**src/sv/assert_macros.svh**
```systemverilog
// assertion macros shared by the rc channel frame builder
// expects clk and arst_n to be visible where the macros are used
`ifndef ASSERT_MACROS_SVH
`define ASSERT_MACROS_SVH

// condition must hold at every clock edge out of reset
`define RCFB_ASSERT_ALWAYS(lbl, cond, msg) \
	lbl: assert property (@(posedge clk) disable iff (!arst_n) (cond)) else $error(msg);

// antecedent in one cycle implies consequent in the next
`define RCFB_ASSERT_NEXT(lbl, pre, post, msg) \
	lbl: assert property (@(posedge clk) disable iff (!arst_n) (pre) |=> (post)) else $error(msg);

`endif

```
**src/sv/rcfb_pkg.sv**
```systemverilog
// types and constants for the rc channel frame builder
// no dependencies
`default_nettype none

package rcfb_pkg;

	// input request payload
	typedef struct packed {
		logic               func;
		logic [2:0]         channel_index;
		logic signed [15:0] channel_value;
	} in_item_t;

	// output request payload
	typedef struct packed {
		logic [7:0] frame_byte;
		logic       frame_last;
	} out_item_t;

	// request function codes
	localparam logic FUNC_STORE = 1'b0;
	localparam logic FUNC_SEND  = 1'b1;

	// configuration register indexes
	localparam int CFG_IDX_W = 3;
	localparam int CFG_DATA_W = 11;
	localparam logic [CFG_IDX_W-1:0] CFG_MODE_HEADER = 3'd0;
	localparam logic [CFG_IDX_W-1:0] CFG_BIND_ENABLE = 3'd1;
	localparam logic [CFG_IDX_W-1:0] CFG_RANGE_TEST  = 3'd2;
	localparam logic [CFG_IDX_W-1:0] CFG_VALUE_MIN   = 3'd3;
	localparam logic [CFG_IDX_W-1:0] CFG_VALUE_MAX   = 3'd4;

	// configuration reset values
	localparam logic [7:0]  MODE_HEADER_RST = 8'd24;
	localparam logic [10:0] VALUE_MIN_RST   = 11'd0;
	localparam logic [10:0] VALUE_MAX_RST   = 11'd1023;

	// commands from controller to datapath
	typedef struct packed {
		logic store_en;
		logic start;
		logic load;
	} dp_cmd_t;

	// status from datapath to controller
	typedef struct packed {
		logic last_pos;
		logic out_free;
	} dp_sts_t;

endpackage

`default_nettype wire

```
**src/sv/rcfb_datapath.sv**
```systemverilog
// datapath: channel store, config registers, byte position counter, output register
// depends on rcfb_pkg
`default_nettype none

module rcfb_datapath #(
	parameter int CHANNELS    = 6,
	parameter int RESOLUTION  = 10,
	parameter int FRAME_BYTES = 14
) (
	input  wire logic                                clk,
	input  wire logic                                arst_n,
	input  wire rcfb_pkg::in_item_t                  in_data,
	input  wire logic                                cfg_we,
	input  wire logic [rcfb_pkg::CFG_IDX_W-1:0]      cfg_index,
	input  wire logic [rcfb_pkg::CFG_DATA_W-1:0]     cfg_data,
	input  wire rcfb_pkg::dp_cmd_t                   cmd,
	output rcfb_pkg::dp_sts_t                        sts,
	output logic                                     out_valid,
	input  wire logic                                out_stall,
	output rcfb_pkg::out_item_t                      out_data
);
	import rcfb_pkg::*;

	localparam int POS_W = $clog2(FRAME_BYTES);
	localparam int CH_W  = (CHANNELS > 1) ? $clog2(CHANNELS) : 1;
	localparam logic [10:0] CENTER = 11'(1 << (RESOLUTION - 1));
	localparam logic [7:0]  HMASK  = 8'(((1 << RESOLUTION) - 1) >> 8);
	localparam logic [3:0]  NCH    = 4'(CHANNELS);

	logic [7:0]       mode_q;
	logic             bind_q;
	logic             rtest_q;
	logic [10:0]      vmin_q;
	logic [10:0]      vmax_q;
	logic [10:0]      store_q [CHANNELS];
	logic [POS_W-1:0] pos_q;
	logic             out_valid_q;
	out_item_t        out_q;

	logic signed [15:0] lim_hi;
	logic signed [15:0] lim_lo;
	logic signed [15:0] clip_hi;
	logic signed [15:0] clip;
	logic               idx_ok;
	logic [4:0]         pos5;
	logic [4:0]         rel;
	logic [2:0]         ch;
	logic [10:0]        entry;
	logic [7:0]         byte_d;

	// config registers
	always_ff @(posedge clk or negedge arst_n) begin
		if (!arst_n) begin
			mode_q  <= MODE_HEADER_RST;
			bind_q  <= 1'b0;
			rtest_q <= 1'b0;
			vmin_q  <= VALUE_MIN_RST;
			vmax_q  <= VALUE_MAX_RST;
		end else if (cfg_we) begin
			case (cfg_index)
				CFG_MODE_HEADER: mode_q  <= cfg_data[7:0];
				CFG_BIND_ENABLE: bind_q  <= cfg_data[0];
				CFG_RANGE_TEST:  rtest_q <= cfg_data[0];
				CFG_VALUE_MIN:   vmin_q  <= cfg_data;
				CFG_VALUE_MAX:   vmax_q  <= cfg_data;
				default: ;
			endcase
		end
	end

	// clamp: limit to maximum first, then raise to minimum
	always_comb begin
		lim_hi  = $signed({5'b0, vmax_q});
		lim_lo  = $signed({5'b0, vmin_q});
		clip_hi = (in_data.channel_value > lim_hi) ? lim_hi : in_data.channel_value;
		clip    = (clip_hi < lim_lo) ? lim_lo : clip_hi;
		idx_ok  = ({1'b0, in_data.channel_index} < NCH);
	end

	// channel store, starts at center value
	always_ff @(posedge clk or negedge arst_n) begin
		if (!arst_n) begin
			for (int i = 0; i < CHANNELS; i++) begin
				store_q[i] <= CENTER;
			end
		end else if (cmd.store_en && idx_ok) begin
			store_q[in_data.channel_index[CH_W-1:0]] <= clip[10:0];
		end
	end

	// frame byte at current position
	always_comb begin
		pos5  = 5'(pos_q);
		rel   = pos5 - 5'd2;
		ch    = rel[3:1];
		entry = '0;
		if ({1'b0, ch} < NCH) begin
			entry = store_q[ch[CH_W-1:0]];
		end
		if (pos5 == 5'd0) begin
			byte_d = {bind_q, mode_q[6], rtest_q, mode_q[4:0]};
		end else if (pos5 == 5'd1) begin
			byte_d = 8'd0;
		end else if ({1'b0, ch} >= NCH) begin
			byte_d = 8'd0;
		end else if (!rel[0]) begin
			byte_d = ({5'b0, entry[10:8]} & HMASK) | ({5'b0, ch} << (RESOLUTION - 8));
		end else begin
			byte_d = entry[7:0];
		end
	end

	// position counter
	always_ff @(posedge clk or negedge arst_n) begin
		if (!arst_n) begin
			pos_q <= '0;
		end else if (cmd.start) begin
			pos_q <= '0;
		end else if (cmd.load) begin
			pos_q <= POS_W'(pos_q + 1'b1);
		end
	end

	// output register valid
	always_ff @(posedge clk or negedge arst_n) begin
		if (!arst_n) begin
			out_valid_q <= 1'b0;
		end else if (cmd.load) begin
			out_valid_q <= 1'b1;
		end else if (!out_stall) begin
			out_valid_q <= 1'b0;
		end
	end

	// output register payload
	always_ff @(posedge clk) begin
		if (cmd.load) begin
			out_q.frame_byte <= byte_d;
			out_q.frame_last <= sts.last_pos;
		end
	end

	assign sts.last_pos = (pos_q == POS_W'(FRAME_BYTES - 1));
	assign sts.out_free = !out_valid_q || !out_stall;
	assign out_valid    = out_valid_q;
	assign out_data     = out_q;

endmodule

`default_nettype wire

```
**src/sv/rcfb_ctrl.sv**
```systemverilog
// controller: accepts requests and sequences frame bytes into the output register
// depends on rcfb_pkg
`default_nettype none

module rcfb_ctrl (
	input  wire logic              clk,
	input  wire logic              arst_n,
	input  wire logic              in_valid,
	input  wire logic              func,
	output logic                   in_stall,
	input  wire rcfb_pkg::dp_sts_t sts,
	output rcfb_pkg::dp_cmd_t      cmd
);
	import rcfb_pkg::*;

	typedef enum logic [1:0] {
		ST_IDLE = 2'b01,
		ST_SEND = 2'b10
	} state_t;

	state_t state_q;
	state_t state_d;
	logic   accept;

	// request handshake and commands
	always_comb begin
		in_stall     = (state_q != ST_IDLE);
		accept       = in_valid && !in_stall;
		cmd.store_en = accept && (func == FUNC_STORE);
		cmd.start    = accept && (func == FUNC_SEND);
		cmd.load     = (state_q == ST_SEND) && sts.out_free;
	end

	// next state
	always_comb begin
		state_d = state_q;
		case (state_q)
			ST_IDLE: begin
				if (cmd.start) begin
					state_d = ST_SEND;
				end
			end
			ST_SEND: begin
				if (cmd.load && sts.last_pos) begin
					state_d = ST_IDLE;
				end
			end
			default: state_d = ST_IDLE;
		endcase
	end

	always_ff @(posedge clk or negedge arst_n) begin
		if (!arst_n) begin
			state_q <= ST_IDLE;
		end else begin
			state_q <= state_d;
		end
	end

endmodule

`default_nettype wire

```
**src/sv/rc_channel_frame_builder.sv**
```systemverilog
// store request: taken, no output; send request: FRAME_BYTES bytes, one per cycle unless
// out_stall holds them, from the output register; a taken send moves the controller to
// its send state, which loads the first byte into the output register; a send keeps the
// input stalled, and the next request is taken once the last byte is loaded into that register
// reset: config to defaults, every channel to center scale, output empty, ready for requests
// top level: controller plus datapath, depends on rcfb_pkg and assert_macros.svh
`default_nettype none

module rc_channel_frame_builder #(
	parameter int CHANNELS    = 6,
	parameter int RESOLUTION  = 10,
	parameter int FRAME_BYTES = 14
) (
	input  wire logic                            clk,
	input  wire logic                            arst_n,
	input  wire logic                            in_valid,
	output logic                                 in_stall,
	input  wire rcfb_pkg::in_item_t              in_data,
	output logic                                 out_valid,
	input  wire logic                            out_stall,
	output rcfb_pkg::out_item_t                  out_data,
	input  wire logic                            cfg_valid,
	output logic                                 cfg_ready,
	input  wire logic [rcfb_pkg::CFG_IDX_W-1:0]  cfg_index,
	input  wire logic [rcfb_pkg::CFG_DATA_W-1:0] cfg_data
);
	import rcfb_pkg::*;

	`include "assert_macros.svh"

	dp_cmd_t dp_cmd;
	dp_sts_t dp_sts;

	// config writes are always taken
	assign cfg_ready = 1'b1;

	rcfb_ctrl u_ctrl (
		.clk      (clk),
		.arst_n   (arst_n),
		.in_valid (in_valid),
		.func     (in_data.func),
		.in_stall (in_stall),
		.sts      (dp_sts),
		.cmd      (dp_cmd)
	);

	rcfb_datapath #(
		.CHANNELS    (CHANNELS),
		.RESOLUTION  (RESOLUTION),
		.FRAME_BYTES (FRAME_BYTES)
	) u_dp (
		.clk       (clk),
		.arst_n    (arst_n),
		.in_data   (in_data),
		.cfg_we    (cfg_valid && cfg_ready),
		.cfg_index (cfg_index),
		.cfg_data  (cfg_data),
		.cmd       (dp_cmd),
		.sts       (dp_sts),
		.out_valid (out_valid),
		.out_stall (out_stall),
		.out_data  (out_data)
	);

	// a waiting byte is never overwritten
	`RCFB_ASSERT_ALWAYS(a_no_overwrite, !(dp_cmd.load && out_valid && out_stall), "byte overwritten")
	// a taken send request blocks further requests
	`RCFB_ASSERT_NEXT(a_send_busy, dp_cmd.start, in_stall, "send did not block input")
	// loading the last byte frees the input side
	`RCFB_ASSERT_NEXT(a_last_idle, dp_cmd.load && dp_sts.last_pos, !in_stall && out_valid && out_data.frame_last, "frame end not reached")

endmodule

`default_nettype wire
```
**config.mk**
```make
export PLATFORM = sky130hd
export DESIGN_NAME = rc_channel_frame_builder
export DESIGN_NICKNAME = d
export VERILOG_FILES = /design/src/sv/rcfb_pkg.sv /design/src/sv/rcfb_datapath.sv /design/src/sv/rcfb_ctrl.sv /design/src/sv/rc_channel_frame_builder.sv
export VERILOG_INCLUDE_DIRS = /design/src /design/src/sv
export SDC_FILE = /design/constraint.sdc
export NUM_CORES = 1
export LEC_CHECK = 0
export BUFFER_PORTS_ARGS = -buffer_cell sky130_fd_sc_hd__buf_2
export CORE_MARGIN = 2
export CORE_UTILIZATION = 56
export CTS_BUF_LIST = sky130_fd_sc_hd__clkbuf_4
export CTS_CLUSTER_SIZE = 24
export DETAILED_ROUTE_END_ITERATION = 10
export GPL_ROUTABILITY_DRIVEN = 0
export PLACE_DENSITY = 0.78
export SKIP_LAST_GASP = 1
export SLEW_MARGIN = 0
export SYNTH_ARGS = -nofsm -noshare
export SYNTH_HDL_FRONTEND = slang
export SYNTH_SLANG_ARGS = --single-unit
```
**constraint.sdc**
```tcl
create_clock -name clk -period 4.1 [get_ports clk]
set_input_delay 0.82 -clock clk [delete_from_list [all_inputs] [get_ports clk]]
set_output_delay 0.82 -clock clk [all_outputs]
set_load 0.01 [all_outputs]
```
; ---- Word-level counts from Yosys, hierarchy flattened
; Index checks and enable logic that the tools add are counted.
; W data, S select, Z words.
[op_classes]
bitwise_logic = 4
n_mux = 20
n_reduce_logical = 20
magnitude_cmp = 8
n_eq_ne = 12
addsub = 2
[op_table]
columns = operator, count
row1 = $bwmux W66, 1
row2 = $bmux W11 S3, 1
row3 = $demux W11 S3, 1
row4 = $mux W8, 4
row5 = $mux W10, 3
row6 = $mux W11, 2
row7 = $gt A16 B12 Y1, 1
row8 = $lt A16 B12 Y1, 1
row9 = $mux W16, 1
row10 = $reduce_and A2 Y1, 6
row11 = $ge A4 B4 Y1 const B, 2
row12 = $mux W4, 2
row13 = $not A3 Y4, 2
row14 = $logic_and A1 B1 Y1, 7
row15 = $eq A3 B2 Y1 const B, 2
row16 = $lt A3 B3 Y1 const B, 2
row17 = $or A2 B5 Y5, 1
row18 = $add A4 B1 Y4 const B, 1
row19 = $eq A4 B1 Y1 const B, 1
row20 = $eq A4 B4 Y1 const B, 1
row21 = $logic_not A4 Y1, 1
row22 = $lt A4 B1 Y1 const B, 1
row23 = $mux W2, 2
row24 = $ne A2 B1 Y1 const B, 2
row25 = 14 further kinds, 18
[totals]
output_inout_bits = 12
in_bits = 39
register_bits = 113

; ---- Logic depth before layout (Yosys ltp)
; Gate-level depths: netlist of the first run.
[logic_depth]
ltp_word = 11
depth_mapped = 20
mapped_depth_nobuf = 17

; ---- Cells and area by module
; A second synthesis of the first run with hierarchy kept.
[unflattened]
hier_cells = 541
area_unflattened_um2 = 5738.0
[modules_own_cells]
columns = module, area_each_um2, seq_area_each_um2, cells_each, instances
row1 = rcfb_datapath, 5619.1, 2670.1, 529, 1
row2 = rcfb_ctrl, 107.6, 51.3, 10, 1
row3 = rc_channel_frame_builder, 11.3, 0.0, 2, 1

; ---- Least setup slack after synthesis of the first run
; OpenSTA, ideal clock, no wires.
[synth_timing]
path_type = input -> register
from = input port in_data[14] in the netlist's numbering
to = register u_dp.store_q[53] in the netlist's numbering
n_path_buf = 3
stages = 18
path_slack_ns = -0.265
arrival_ns = 4.254
setup_time_ns = 0.111
cell_sequence = or4_4 -> a2111oi_2 -> o21ai_1 -> o21ai_2 -> buf_2 -> nor2_1 -> a21oi_1 -> inv_1 -> ha_1 -> a21oi_1 -> a21oi_1 -> o21ai_0 -> a31oi_1 -> a211oi_4 -> buf_6 -> buf_4 -> nand3_1 -> o311ai_0
[synth_between]
elab_chain_cells = 5
[synth_rtl]
columns = element, line_no
row1 = "start, declared", rc_channel_frame_builder.sv:18  ; input wire rcfb_pkg::in_item_t in_data,
row2 = $gt A16 B12 Y1, rcfb_datapath.sv:75  ; clip_hi = (in_data.channel_value > lim_hi) ? lim_hi : in_data.channel_value;
row3 = $mux W16 *, rcfb_datapath.sv:75
row4 = $lt A16 B12 Y1, rcfb_datapath.sv:76  ; clip = (clip_hi < lim_lo) ? lim_lo : clip_hi;
row5 = $mux W11 *, rcfb_datapath.sv:76
row6 = $bwmux W66 *, rcfb_datapath.sv:87  ; store_q[in_data.channel_index[CH_W-1:0]] <= clip[10:0];
row7 = "end signal, assigned by index", rcfb_datapath.sv:87
row8 = "end, declared", rcfb_datapath.sv:35  ; logic [10:0] store_q [CHANNELS];
; Every way passes the cells marked *; elsewhere a longest branch is shown, timed or not.
; A chain may end at the register's enable or synchronous reset.

; ---- Worst setup path after layout of the first run
[layout_timing]
from = register u_dp.vmax_q[7]
to = register u_dp.store_q[30] in the netlist's numbering
[layout_between]
elab_chain_cells = 5
[layout_rtl]
columns = element, line_no
row1 = "start, declared", rcfb_datapath.sv:34  ; logic [10:0] vmax_q;
row2 = "start signal, assigned", rcfb_datapath.sv:65  ; CFG_VALUE_MAX: vmax_q <= cfg_data;
row3 = $gt A16 B12 Y1, rcfb_datapath.sv:75
row4 = $mux W16 *, rcfb_datapath.sv:75
row5 = $lt A16 B12 Y1, rcfb_datapath.sv:76
row6 = $mux W11 *, rcfb_datapath.sv:76
row7 = $bwmux W66 *, rcfb_datapath.sv:87
; Marked as above.

==> summary.md, run 1 <==
| Metric | Value |
|---|---|
| Delay-heaviest family, CP | simple AND/OR/NAND/NOR gates |
| Final worst setup slack | -252 ps |
| Port Buffers | 49 |
| Outcome | finished with violations |
| Max Cap Viol | 0 |
| Initial core utilization | 57.7% |
| Die Wd | 107 um |
| DIE HEIGHT | 107 um |
| Worst r2r dst | u_dp.store_q[30] |
| Avg WL per Cell | 24.0 um |
| Post-Syn Area per Cell | 9.75 um^2 |
| Yosys top cell area share | 32.6% |
| Fillers | 672 |
| Sequential-to-total area share from yosys stat | 45.5% |
| Worst EP required | 4450 ps |
| Fraction of layout cells with a size suffix above 1 | 36.2% |
| Most frequent cells in the layout | dfrtp_1 (78), nand2_1 (74), buf_2 (48) |
| CP max FO | 12 |
| Hold Buf Count CTS | 0 |
| Net Switching | 1.43 mW |
| CP startpoint | u_dp.vmax_q[7] |
| Synth cell types | 53 |
| P_leak | 3.16 nW |
| Max incr delay on CP | 560 ps |
| Top FF cell, synth | dfrtp_1 |
| Critical Path Stages | 18 |
| Crit path DAT | 4700 ps |
| Synth warn | 0 |
| Antenna violations before repair | 0 |
| Reg area | 2720 um^2 |
| Row cnt | 37 |
| Final Cell Area | 7590 um^2 |
| Worst-Skew Late Latency | 490 ps |
| Worst rel slew slack | 20.6% |
| Min cycle time layout | 4350 ps |
| Clock skew | 24.9 ps |
| Post-synth top area cell | dfrtp_1 |
| Antenna cells | 0 |
| Post-synth EDFFs | 9 |
| Vias in the first global route | 5123 |
| Placed inst area | 6640 um^2 |
| Pins over their slew limit | 0 |
| CTS tree | yes |
| Sw Ratio | 39.2% |
| Violated checks | negative setup slack |
| Clk sinks | 106 |
| CTS Buf Count | 9 |
| Pwr dens | 480 nW/um^2 |
| Multi-input logic area | 3530 um^2 |
| Max VDD drop | 302 uV |
| Post-synthesis cell count | 614 |
| Detailed Routing Iterations Pass 1 | 5 |
| Worst R2R Start | u_dp.vmax_q[7] |
| Core area | 10400 um^2 |
| Top cells by area, synth | dfrtp_1 (33%), dfstp_2 (8.3%), o311ai_0 (5.9%) |
| Post-Route WL | 19900 um |
| H-tree depth | 3 |
| Dpl hpwl | 11200 um |
| Sequential share of power | 44.9% |
| Hold WS | 486 ps |
| Final Cycle Share | 106% |
| Top Ports | 51 |
| Register clock-pin slew on the reported worst setup and hold paths | 170 ps |
| Gate power share | 41.0% |
| Critical path's slowest cell | dfstp_2 |
| Reg2Reg Depth | 18 |
| Max Root-Sink Buffers | 2 |
| Commonest non-fill, non-tap cell in the layout | dfrtp_1 |
| Net count after synthesis | 680 |
| First-pass GRT wire length | 26100 um |
| Unrepaired setup endpoints after global routing | yes |
| Fin Setup TNS | -7500 ps |
| Total Routing Usage GR | 29.3% |
| Vias per cell | 6.88 |
| Critical Path End | u_dp.store_q[30] |
| DR DRC count | 0 |
| Startpoint Class | flip-flop |
| Worst Path Buf+Inv | 5 |
| Final Core Density | 73.2% |
| Clock share of power | 14.1% |
| Pin count of the biggest net entering global routing | 84 |
| Worst Hold Class | in2async |
| Synth Cell Area | 5990 um^2 |
| Fmax | 0.230 GHz |
| Yosys reg bits | 106 |
| Crit. End Element | flip-flop |
| Slew at the pin closest to its max-slew limit | 1190 ps |
| Overflow after GRT | 0 |
| CP Class | reg2reg |
| Area Growth Syn to Fin | 26.8% |
| Die area | 11500 um^2 |
| Int Pwr | 2.22 mW |
| Cell Chain, Critical Path | inv_2 -> ha_4 -> nand4_1 -> nor4_4 -> o31a_1 -> o21ai_4 -> clkbuf_16 -> a21oi_4 -> inv_1 -> ha_1 -> nand4_1 -> nor3_4 -> a21oi_2 -> nor2_2 -> a211oi_4 -> buf_6 -> clkbuf_16 -> o311ai_0 |
| Final Hold Viols | 0 |
| Via count | 5706 |
| Nets | 754 |
| First-iteration detailed-routing DRC count | 717 |
| Clock root buffer | clkbuf_4 |
| Setup Viol. Count Final | 60 |
| Asr flop ratio synth | 91.5% |
| ANT nets after route | 0 |
| R2r setup slk | -250 ps |
-- cell type report --
type | instances | area share (%)
Timing Repair Buffer | 107 | 12.0
Tap cell | 136 | 2.24
Multi-Input combinational cell | 428 | 46.5
Clock buffer | 9 | 0.891
Sequential cell | 106 | 35.9
Clock inverter | 7 | 0.676
Inverter | 36 | 1.81
-- worst register-to-register path: stages, from the launching register on --
cell,delay [ps]
dfstp_2,560
inv_2,60
ha_4,290
nand4_1,170
nor4_4,340
o31a_1,270
o21ai_4,120
clkbuf_16,200
a21oi_4,160
inv_1,70
ha_1,330
nand4_1,270
nor3_4,270
a21oi_2,90
nor2_2,200
a211oi_4,100
buf_6,160
clkbuf_16,190
o311ai_0,370
-- power groups by stage --
stage / clock (mW) / sequential (mW) / combinational (mW)
final: 0.513 / 1.64 / 1.49
after global placement: 0 / 1.61 / 1.01
after global routing: 0.543 / 1.66 / 1.60
after detailed placement: 0 / 1.63 / 1.06
after CTS: 0.505 / 1.60 / 1.07
after floorplan: 0 / 1.53 / 0.804
-- logic make-up (layout without fill, tap and decap cells) --
kind of cell | after synthesis | count (layout) | share of synthesized area (%)
other cells | 1 | 1 | 0.0626
xor+xnor | 4 | 4 | 0.585
flops | 106 | 106 | 45.5
mux | 35 | 35 | 7.96
fa+ha+maj | 27 | 27 | 5.64
compound gates | 150 | 150 | 18.2
buf+inv | 80 | 159 | 5.64
simple gates | 211 | 211 | 16.4
-- worst min path at each step --
stage	start	endpoint
3_3_place_gp	u_dp.store_q[11]	u_dp.store_q[11]
3_5_place_dp	u_dp.store_q[0]	u_dp.store_q[0]
4_1_cts	u_dp.store_q[0]	u_dp.store_q[0]
2_1_floorplan	u_dp.store_q[6]	u_dp.store_q[6]
5_1_grt	cfg_data[4]	u_dp.vmax_q[4]
6_report	arst_n	u_dp.out_valid
-- metrics by stage --
stage	cells	total power, mW	setup slack, ps
floorplan	614	2.34	-34.9
global route	829	3.80	-381
CTS	808	3.18	16.8
finish	829	3.64	-252
global placement	792	2.61	-353
detailed placement	792	2.69	-468
-- Yosys cell counts, types with 4 or more instances --
library cell  count
dfrtp_1          78
nand2_1          74
nand3_1          51
o311ai_0         40
nor2_1           38
inv_1            36
clkbuf_1         29
ha_1             27
a21oi_1          23
o31ai_1          22
mux2_2           21
o21ai_0          20
dfstp_2          19
a31oi_1          13
and2_1           10
a22oi_1           9
edfxtp_1          9
mux4_2            8
nor3_1            7
buf_2             6
mux2i_1           6
nor2b_1           6
and3_1            4
buf_4             4
nor3b_1           4
o221ai_1          4
or3_1             4
-- flip-flops by register name, summed over array words and instances (netlist names) --
name	flops
u_ctrl.state_q	2
u_dp.bind_q	1
u_dp.mode_q	6
u_dp.out_data	9
u_dp.out_valid	1
u_dp.pos_q	4
u_dp.rtest_q	1
u_dp.store_q	60
u_dp.vmax_q	11
u_dp.vmin_q	11
-- metal layers --
metal	GRT usage (%)	vias up	part of all wire, %
li1	-	2410	-
met1	39.6	2752	37
met2	47.2	407	48
met3	5.15	137	10
met4	11.5	0	5.8
met5	0	-	0
-- what timing repair did --
action	4_1_cts	5_1_grt
cloned	0	12
pin swaps	0	26
resized for setup	2	96
setup buffers	0	9
setup endpoints to repair	57	60
(Power assumes the default switching activity.)
==> inputs of run 2 (changes only) <==
Settings changed: SETUP_SLACK_MARGIN set to 0.1.
==> summary.md, run 2 (synthesis results as in run 1) <==
| Metric | Value |
|---|---|
| Core area | 10400 um^2 |
| Via count | 5621 |
| Pins over their slew limit | 0 |
| Crit path DAT | 4760 ps |
| Worst rel slew slack | 17.4% |
| CP Class | reg2reg |
| Detailed Routing Iterations Pass 1 | 6 |
| GR Util met2 | 52.1% |
| P_leak | 3.18 nW |
| Max reg flops | 60 |
| Outcome | finished with violations |
| Worst EP required | 4440 ps |
| Register clock-pin slew on the reported worst setup and hold paths | 170 ps |
| Setup Viol. Count Final | 60 |
| DR DRC count | 0 |
| Nets | 764 |
| First-pass GRT wire length | 27700 um |
| Vias in the first global route | 5382 |
| Clock root buffer | clkbuf_4 |
| Worst-Skew Late Latency | 490 ps |
| Final Hold Viols | 0 |
| Most Crowded Layer GR | met2 |
| Met1 usage | 40.2% |
| Max Root-Sink Buffers | 2 |
| Die area | 11500 um^2 |
| Largest register by flop count | u_dp.store_q |
| Avg WL per Cell | 23.1 um |
| Dpl hpwl | 11700 um |
| DIE HEIGHT | 107 um |
| CTS tree | yes |
| Antenna cells | 0 |
| Crit. End Element | flip-flop |
| Fmax | 0.227 GHz |
| Row cnt | 37 |
| Pwr dens | 477 nW/um^2 |
| Max VDD drop | 273 uV |
| Max Cap Viol | 0 |
| Initial core utilization | 57.7% |
| Worst Hold Class | in2async |
| Final Cycle Share | 108% |
| Layout Cells excl Fill | 839 |
| Commonest non-fill, non-tap cell in the layout | dfrtp_1 |
| Slew at the pin closest to its max-slew limit | 1240 ps |
| CP max FO | 6 |
| Fraction of layout cells with a size suffix above 1 | 35.8% |
| Post-Route WL | 19400 um |
| Min cycle time layout | 4410 ps |
| Total Routing Usage GR | 31.4% |
| ANT nets after route | 0 |
| Hold WS | 260 ps |
| Die Wd | 107 um |
| Pin count of the biggest net entering global routing | 37 |
| Placed insts | 799 |
| GR Util met3 | 5.81% |
| Top Ports | 51 |
| Clk sinks | 106 |
| Violated checks | negative setup slack |
| Largest regs | u_dp.store_q x60, u_dp.vmax_q x11, u_dp.vmin_q x11 |
| H-tree depth | 3 |
| CTS Buf Count | 9 |
| Clock skew | 15.2 ps |
| Port Buffers | 49 |
| Area Growth Syn to Fin | 26.6% |
| Overflow after GRT | 0 |
| First-iteration detailed-routing DRC count | 686 |
| Unrepaired setup endpoints after global routing | yes |
| Final worst setup slack | -314 ps |
| Most frequent cells in the layout | dfrtp_1 (78), nand2_1 (74), buf_2 (48) |
| Hold Buf Count CTS | 0 |
| Vias per cell | 6.70 |
| Antenna violations before repair | 0 |
| Startpoint Class | flip-flop |
[run 2: cell types whose count changed in the layout (fill, tap and decap cells not counted), moves of 3 or more]
cell,change
inv_2,+4
a22oi_2,-6
clkbuf_4,+3
buf_12,+7
a22oi_1,+6
buf_4,+6
o31ai_2,-4
o31ai_1,+4
a21oi_2,+3
a31oi_1,+3
a21oi_1,-3
inv_1,-4
clkbuf_16,-5
[run 2: timing repair]
item                                    in CTS  in global routing
hold endpoints to repair                     0                  0
pin swaps                                    8                 27
cloned                                       3                  3
buffers inserted                             9                  9
endpoints found under the setup margin      59                 60
gates resized for setup                     33                 62
[run 2: worst max-delay path: stages (launching register included)]
cell	delay, ps
dfstp_2	560
inv_2	60
ha_4	270
nand4_1	180
nor4_4	320
o31a_1	260
o21ai_4	80
buf_12	140
buf_12	140
buf_6	120
a21oi_4	140
inv_2	70
ha_4	260
nand4_1	200
nor3_4	240
a21oi_2	90
nor2_2	180
a211oi_4	100
buf_6	140
buf_12	120
buf_16	120
o311ai_0	470
[run 2: stage by stage]
step	instance area, um^2	setup slack (ps)	power, mW	TNS, ps	utilization [%]
4_1_cts	7150	62.8	3.34	0	68.9
3_5_place_dp	6720	-445	2.73	-18890	64.8
5_1_grt	7580	-418	3.79	-15090	73.1
6_report	7580	-314	3.62	-6610	73.1
2_1_floorplan	6120	-29.4	2.34	-831	-
3_3_place_gp	6720	-239	2.66	-11320	64.8
[run 2: worst paths after layout]
check                      cells after the start  slack, ps              from          endpoint
max                                           21       -310    u_dp.vmax_q[7]  u_dp.store_q[45]
min                                            1        260            arst_n  u_dp.store_q[24]
max reg2reg                                   21       -310    u_dp.vmax_q[7]  u_dp.store_q[45]
min reg2reg                                    2        520  u_dp.store_q[24]  u_dp.store_q[24]
max in group asynchronous                      2       2960            arst_n    u_dp.vmax_q[6]
min in group clk                               2        520  u_dp.store_q[24]  u_dp.store_q[24]
[run 2: cell type report]
class | count | area (um^2)
fillers | 668 | 2790
multi-input cells | 428 | 3410
clock inverters | 4 | 30.0
inverters | 36 | 138
repair buffers | 117 | 1020
well taps | 136 | 170
flip-flops and latches | 106 | 2720
clock buffers | 12 | 90.1
[run 2: power by group]
group | total (mW) | switching (mW) | internal (mW)
sequential | 1.63 | 0.244 | 1.39
combinational | 1.47 | 0.761 | 0.707
clock | 0.514 | 0.365 | 0.149
[run 2: metal layers]
metal / vias to the layer above / routed length [um]
met5: - / 0
met4: 0 / 1010
met3: 104 / 1510
met2: 338 / 9460
met1: 2747 / 7450
li1: 2432 / -
==> inputs of run 3 (changes only) <==
Settings changed: PLACE_DENSITY 0.78 to 0.86.
==> summary.md, run 3 (synthesis results as in run 1) <==
| Metric | Value |
|---|---|
| Outcome | finished with violations |
| Violated checks | max-capacitance violations, max-slew violations, negative setup slack |
| Clock skew | 36.1 ps |
| Max Root-Sink Buffers | 2 |
| Total Routing Usage GR | 30.1% |
| Slew at the pin closest to its max-slew limit | 1580 ps |
| Metal3 WL | 2350 um |
| Port Buffers | 49 |
| Unrepaired setup endpoints after global routing | yes |
| Row cnt | 37 |
| Nets | 767 |
| Initial core utilization | 57.7% |
| Placed inst area | 6720 um^2 |
| Pwr dens | 495 nW/um^2 |
| Die area | 11500 um^2 |
| First-iteration detailed-routing DRC count | 957 |
| Antenna cells | 0 |
| Antenna violations before repair | 1 |
| First-pass GRT wire length | 26900 um |
| Worst Hold Class | in2async |
| Post-Route WL | 22500 um |
| Via count | 6070 |
| Final Cycle Share | 108% |
| H-tree depth | 3 |
| Clk sinks | 106 |
| Final Power | 4.04 mW |
| Area Growth Syn to Fin | 36.4% |
| DR DRC count | 0 |
| Setup Viol. Count Final | 56 |
| Largest regs | u_dp.store_q x60, u_dp.vmax_q x11, u_dp.vmin_q x11 |
| Most frequent cells in the layout | dfrtp_1 (78), nand2_1 (74), buf_2 (48) |
| Final Cell Area | 8160 um^2 |
| Max reg flops | 60 |
| Overflow after GRT | 0 |
| Dpl ws | -427 ps |
| Pins over their slew limit | 11 |
| Largest register by flop count | u_dp.store_q |
| Reg2Reg Depth | 20 |
| Startpoint Class | flip-flop |
| CP max FO | 7 |
| Metal2 WL | 10700 um |
| Pin count of the biggest net entering global routing | 82 |
| Max Cap Viol | 1 |
| Worst-Skew Late Latency | 500 ps |
| Min cycle time layout | 4410 ps |
| CP Class | reg2reg |
| Final Core Density | 78.7% |
| CTS tree | yes |
| Vias per cell | 7.21 |
| Max layer used | met5 |
| Crit. End Element | flip-flop |
| ANT nets after route | 0 |
| Vias in the first global route | 5369 |
| Final worst setup slack | -310 ps |
| DIE HEIGHT | 107 um |
| Dpl hpwl | 11600 um |
| Register clock-pin slew on the reported worst setup and hold paths | 190 ps |
| P_leak | 3.35 nW |
| Avg WL per Cell | 26.7 um |
| Top Ports | 51 |
| Core area | 10400 um^2 |
| Fillers | 544 |
| Worst EP required | 4460 ps |
| Clock root buffer | clkbuf_4 |
| Die Wd | 107 um |
| Final Hold Viols | 0 |
| CTS Buf Count | 9 |
| Wire length on met1 | 7530 um |
| Max VDD drop | 269 uV |
| Fraction of layout cells with a size suffix above 1 | 43.2% |
| Worst rel slew slack | -5.64% |
| Detailed Routing Iterations Pass 1 | 6 |
| Crit path DAT | 4770 ps |
| Commonest non-fill, non-tap cell in the layout | dfrtp_1 |
| Fmax | 0.227 GHz |
## run 3: changes by cell type in the layout (fill, tap and decap cells not counted), sizes merged
cell	delta
clkbuf	+4
buf	-3
bufinv	+2
clkinv	-2
clkinvlp	+2
## run 3: worst paths after layout
path                                  start          endpoint  slack, ps
hold / removal                       arst_n  u_dp.store_q[27]        510
hold reg to reg            u_dp.store_q[24]  u_dp.store_q[24]        530
min in group clk           u_dp.store_q[24]  u_dp.store_q[24]        530
setup reg to reg             u_dp.vmax_q[6]  u_dp.store_q[27]       -310
max in group asynchronous            arst_n  u_dp.store_q[20]       2680
setup / recovery             u_dp.vmax_q[6]  u_dp.store_q[27]       -310
## run 3: critical path: stages (launching register included)
cell and delay, ps:
dfstp_2 580, inv_2 80, ha_4 300, nand4_1 190, nor4_4 220, o31a_1 250, o21ai_4 120, clkbuf_16 210
buf_4 160, a21oi_4 150, inv_2 60, ha_4 280, nand3_1 80, nor3_2 220, a21oi_1 110, nor2_2 200
a211oi_4 110, buf_6 150, clkbuf_16 180, clkbuf_16 170, o311ai_0 430
## run 3: final cells by class
type	count	area, um^2	area share [%]
repair buffers	120	1110	13.6
clock buffers	10	75.1	0.920
clock inverters	6	90.1	1.10
multi-input cells	428	3860	47.3
well taps	136	170	2.08
flip-flops and latches	106	2720	33.3
inverters	36	135	1.66
## run 3: repair_timing
action	in CTS	in global routing
gates cloned	1	12
pin swaps	2	25
endpoints found under the setup margin	52	60
setup buffers	0	12
gates resized for setup	3	159
hold buffers	0	0
hold endpoints to repair	0	0
## run 3: metrics by stage
step | cells | setup TNS (ps) | hold slack, ps
detailed placement | 801 | -20600 | 485
CTS | 818 | 0 | 497
global placement | 801 | -6750 | 476
global route | 842 | -15770 | 540
floorplan | 614 | -831 | 459
finish | 842 | -9240 | 507
## run 3: power by group
group / total [mW] / internal, mW / switching [mW]
logic: 1.74 / 0.825 / 0.913
registers: 1.68 / 1.39 / 0.286
clock network: 0.629 / 0.256 / 0.372
total: 4.04 / 2.47 / 1.57
## run 3: routing by layer
layer,vias up,track usage (%)
li1,2435,-
met1,2901,37.1
met2,543,51.8
met3,189,6.72
met4,2,11.4
met5,-,0
